**src/rtl/sii_pkg.sv**
```systemverilog
package sii_pkg;

  localparam int SLOTS_DEF    = 4096;
  localparam int POS_BITS_DEF = 32;
  localparam int DEFAULT_RATE = 128000 / 8;
  localparam int YEAR_SECS    = 365 * 24 * 3600;
  localparam int QDEPTH       = 2;

  localparam logic [1:0] REQ_REPORT = 2'd0;
  localparam logic [1:0] REQ_SEEK   = 2'd1;
  localparam logic [1:0] REQ_LENGTH = 2'd2;
  localparam logic [1:0] REQ_NONE   = 2'd3;

  localparam logic CFG_FILE_LENGTH  = 1'b0;
  localparam logic CFG_LENGTH_KNOWN = 1'b1;

  typedef struct packed {
    logic [1:0]  req_type;
    logic [23:0] time_sec;
    logic [31:0] byte_pos;
  } in_item_t;

  typedef struct packed {
    logic [31:0] byte_offset;
    logic        reliable;
    logic        seek_accepted;
    logic [31:0] length_secs;
    logic        arith_fault;
  } out_item_t;

  // classified command from front to back
  typedef struct packed {
    logic [1:0]  op;
    logic [23:0] time_sec;
    logic [31:0] byte_pos;
  } cmd_t;

endpackage

```
**src/rtl/sii_queue.sv**
```systemverilog
module sii_queue (
  input  logic           clk,
  input  logic           rst,
  input  logic           push,
  input  sii_pkg::cmd_t  wdata,
  input  logic           pop,
  output logic           not_empty,
  output sii_pkg::cmd_t  rdata,
  output logic           full
);
  localparam int D = sii_pkg::QDEPTH;
  sii_pkg::cmd_t    mem [D];
  logic [$clog2(D)-1:0] wp, rp;
  logic [$clog2(D):0]   cnt;

  assign not_empty = cnt != '0;
  assign rdata     = mem[rp];
  assign full      = cnt == ($clog2(D)+1)'(D);

  always_ff @(posedge clk) begin
    if (rst) begin
      wp <= '0; rp <= '0; cnt <= '0;
    end else begin
      if (push) wp <= wp + 1'b1;
      if (pop)  rp <= rp + 1'b1;
      cnt <= cnt + (($clog2(D)+1)'(push)) - (($clog2(D)+1)'(pop));
    end
  end
  always_ff @(posedge clk) begin
    if (push) mem[wp] <= wdata;
  end
endmodule

```
**config.mk**
```make
export PLATFORM = sky130hd
export DESIGN_NAME = sii_queue
export DESIGN_NICKNAME = d
export VERILOG_FILES = /design/src/rtl/sii_pkg.sv /design/src/rtl/sii_queue.sv
export SDC_FILE = /design/constraint.sdc
export NUM_CORES = 1
export LEC_CHECK = 0
export ABC_AREA = 1
export BUFFER_PORTS_ARGS = -buffer_cell sky130_fd_sc_hd__buf_2
export CAP_MARGIN = 20
export CORE_ASPECT_RATIO = 0.5
export CORE_MARGIN = 2
export CORE_UTILIZATION = 48
export CTS_CLUSTER_DIAMETER = 100
export CTS_CLUSTER_SIZE = 25
export DETAILED_ROUTE_END_ITERATION = 7
export PLACE_DENSITY = 0.77
export SKIP_LAST_GASP = 1
export SYNTH_ARGS = -nofsm -noshare
export SYNTH_HDL_FRONTEND = slang
export SYNTH_SLANG_ARGS = --single-unit
```
**constraint.sdc**
```tcl
create_clock -name clk -period 8.6 [get_ports clk]
set_input_delay 1.29 -clock clk [delete_from_list [all_inputs] [get_ports clk]]
set_output_delay 1.29 -clock clk [all_outputs]
set_load 0.03 [all_outputs]
```
* Yosys cells after proc, flatten, opt, wreduce, memory -nomap -nowiden *
Memories as Yosys holds them, arrays and structs flattened. A register that Yosys moved wholly into a read port is not among the register bits.
Index checks and enable logic that the tools add are counted.

word-level totals
  input port bits = 62
  bits in registers = 4
  bits in writable memories = 116
  memories kept = 1
  output and inout port bits = 60

memory list
  name  depth  width  read ports  clocked after Yosys merged registers in  wr ports  RTL line         RTL
  mem   2      58     1           1                                        1         sii_queue.sv:12  sii_pkg::cmd_t mem [D];

cells by class
  reductions and logical operators = 1
  $add $sub $neg = 4
  equality and inequality tests = 1
  mux-type cells = 4

operators by type and width
  cell                                   count
  two-way mux 1 bit                      4
  adder 1 bit (second input constant)    2
  adder 2 x 1 -> 2 bit                   1
  == test 2 bit (second input constant)  1
  nonzero test 2 bit                     1
  subtractor 2 x 1 -> 2 bit              1

* Longest topological paths before layout *
  depth in word-level cells = 3
  depth in mapped cells = 9

* Worst setup path before layout *
Ideal clock, no wire load.

  path kind = input port to flip-flop
  start point = in push
  end point = mem mem[0][0] (netlist name) (enable)
  buffers on the path = 0
  setup time = 0.475 ns
  path slack = 4.361 ns
  stages = 2
  data arrival time = 3.764 ns
  cell sequence = inv_1 -> nor2_1

between the ends
  word-level cells in the longest chain between the ends = 2

RTL lines
  item                                     RTL line         RTL
  start: declaration                       sii_queue.sv:4   input logic push,
  two-way mux 1 bit                        sii_queue.sv:30  if (push) mem[wp] <= wdata;
  two-way mux 1 bit (not written as such)  sii_queue.sv:30
  end: declaration                         sii_queue.sv:12

No other way between the ends.

==> metrics.md <==
| Metric | Value |
|---|---|
| Status | `complete, no violations` |
| Cts hold-fix bufs | `0` |
| Asr flop ratio synth | `0%` |
| CTS-repair resized insts | `0` |
| CTS buffer count | `17` |
| CP startpoint kind | `register` |
| Synth Warn # | `0` |
| DP Worst Slack | `between 5 and 6 ns` |
| Clock-pin slew on the worst setup and hold paths | `0.05 ns` |
| CP Class | `reg -> out` |
| Achievable Freq | `between 200 and 300 MHz` |
| Crit path time final | `roughly 3.6 ns` |
| Fin. Hold Viols | `0` |
| DR vias | `2308` |
| N_diodes | `0` |
| Met2 Use GR | `30.3%` |
| Max-slew violations | `0` |
| Post-route ant nets | `0` |
| Synth area leaders | `edfxtp_1 (78%), mux2_2 (9.5%), mux2_4 (6.7%)` |
| RSZ-0062 raised after global routing | `false` |
| Library cells used by synthesis | `14` |
| Slew at the pin closest to its max-slew limit | `around 0.77 ns` |
| Overall Global Routing Usage | `16.3%` |
| Number of fill cells | `625` |
| Reg2Reg Setup Slack | `around 7 ns` |
| Final TNS setup | `0 ns` |
| Share of cells above drive strength 1 | `between 50% and 60%` |
| Die H | `about 72 um` |
| Initial core utilization | `approximately 50%` |
| Post-synth top area cell | `edfxtp_1` |
| Row cnt | `24` |
| Die area | `between 10000 and 15000 sq um` |
| Post-route setup slack | `between 4 and 5 ns` |
| First-pass GRT wire length | `~12000 um` |
| Slew HR | `about half` |
| H-tree levels | `4` |
| Maximum number of pins on one net before global-route repair | `59` |
| Root buffer cell | `clkbuf_16` |
| Post-synth top cells | `edfxtp_1 (116), mux2_2 (38), mux2_4 (20)` |
| Setup Skew | `approximately 0.0066 ns` |
| Post-synthesis sequential area ratio | `79.9%` |
| Die W | `around 140 um` |
| Max_cap viols | `0` |
| WP data arrival | `2.32 ns` |
| Total clock sinks | `between 100 and 150` |
| Multi-input logic area | `roughly 830 sq um` |
| Hold Path Class | `reg -> reg` |
| Met3 Use GR | `~6.9%` |
| PortBufs | `approximately 120` |
| Most frequent cell after synthesis | `edfxtp_1` |
| Worst path required time | `around 7.3 ns` |
| Main synth FF type | `edfxtp_1` |
| Post-layout nets | `412` |
| Mean routed wirelength per cell | `16.6 um` |
| TritonRoute pass-1 iters | `4` |
| Area grow syn2layout | `27.5%` |
| Core Footprint | `between 8000 and 9000 sq um` |
| Setup Viol. Count Final | `0` |
| Post-Route WL | `around 8000 um` |
| Vias per cell | `a little under 5` |
| Grt ovf | `0` |
| Syn nets | `approximately 280` |
| CTS tree | `yes` |
| Gpl congestion | `0.698` |
| CTS max path bufs | `2` |
| IO Count | `roughly 120` |
| # Post-CTS Setup Buffers | `0` |
| PwrDens | `about 260 nW/um^2` |
| Starting DRC count in detailed routing | `between 100 and 150` |
| CP endpoint kind | `primary output` |
| Post-synth EDFFs | `116` |
| Mapped Area | `approximately 4500 sq um` |
| Synth top area share | `77.7%` |
| DP HPWL | `approximately 5300 um` |
| Reg area | `~3600 sq um` |
| Leakage | `approximately 2.2 nW` |
| Vias in the first global route | `about 2500` |
| Initial antenna violation count | `0` |
| Worst-path fanout max | `30` |
| Syn Area/Cell | `21.3 sq um` |
| Period Utilization, post-route | `between 40% and 50%` |
| Cells after Synth | `211` |
| Met1 GRT Util | `15.8%` |
| GRT Max-Usage Layer | `met2` |
| Clk_lat worst skew | `about 0.4 ns` |
| DR DRC count | `0` |
| Count of state elements after synthesis | `between 100 and 150` |
| Peak VDD IR | `approximately 0.17 mV` |
[path summary, 6_finish.rpt]
check	cells after the start	start	end
setup / recovery	3	register	rdata[57]
hold / removal	2	rp	rp
setup reg to reg	3	wp	mem[1][36]
hold reg to reg	2	rp	rp
[flip-flops by register name, indices dropped and copies added, names as in the netlist, named ones only]
signal	cells
rp	1
mem	116
wp	1
cnt	2
[logic make-up (layout without fill, tap and decap cells)]
group,count (synthesis),count (layout),synth area share [%]
adders and majority gates,2,2,0.558
buffers and inverters,14,161,1.76
xor gates and xnor gates,1,1,0.195
muxes,58,58,16.2
AOI/OAI and AO/OA,1,1,0.112
and+or+nand+nor,14,14,1.23
DFF,121,121,79.9
[worst max-delay path: stages (launching register included)]
cell     delay, ns
dfxtp_2       0.79
buf_4         0.53
mux2_2        0.40
buf_2         0.18
[routing by layer]
metal	wire [um]	vias to the layer above
met5	0	-
met4	97	0
met3	442	7
met2	4410	61
met1	2930	1147
li1	-	1093
[layout make-up]
cell class	instances	area share, %
Sequential cell	121	62.7
Multi-Input combinational cell	76	14.5
Timing Repair Buffer	124	11.0
Clock buffer	21	7.70
Tap cell	117	2.56
Clock inverter	8	1.01
Inverter	8	0.525
[placed cells by master (no fill, tap or decap)]
cell type,count
clkbuf_1,4
xnor2_1,1
buf_4,3
inv_1,7
nand2_1,5
nor2_1,6
nor2_4,1
ha_1,2
dfxtp_2,1
nor3_1,1
nand3_1,1
clkbuf_16,17
mux2_2,38
mux2_4,20
inv_2,1
dfxtp_1,4
bufinv_16,1
edfxtp_1,116
a21oi_1,1
buf_2,121
clkinv_1,6
clkinv_2,1
[where the power goes]
part           total, mW  switching, mW  leakage [nW]  internal, mW
registers          0.697         0.0133          1.13         0.684
clock network      0.596          0.212         0.242         0.383
logic              0.183          0.114         0.872        0.0690
total               1.48          0.339          2.24          1.14
[per-stage QoR]
stage / cell area, sq um / hold WS [ns] / total power, mW / utilization [%] / instances
after detailed placement: 5220 / 0.526 / 0.894 / 58.7 / 446
final: 5720 / 0.526 / 1.48 / 64.3 / 475
after floorplan: 4480 / 0.480 / 0.837 / - / 211
after global placement: 5220 / 0.507 / 0.886 / 58.7 / 446
after global routing: 5720 / 0.571 / 1.53 / 64.3 / 475
after CTS: 5720 / 0.537 / 1.49 / 64.3 / 475
(Power assumes the default switching activity.)
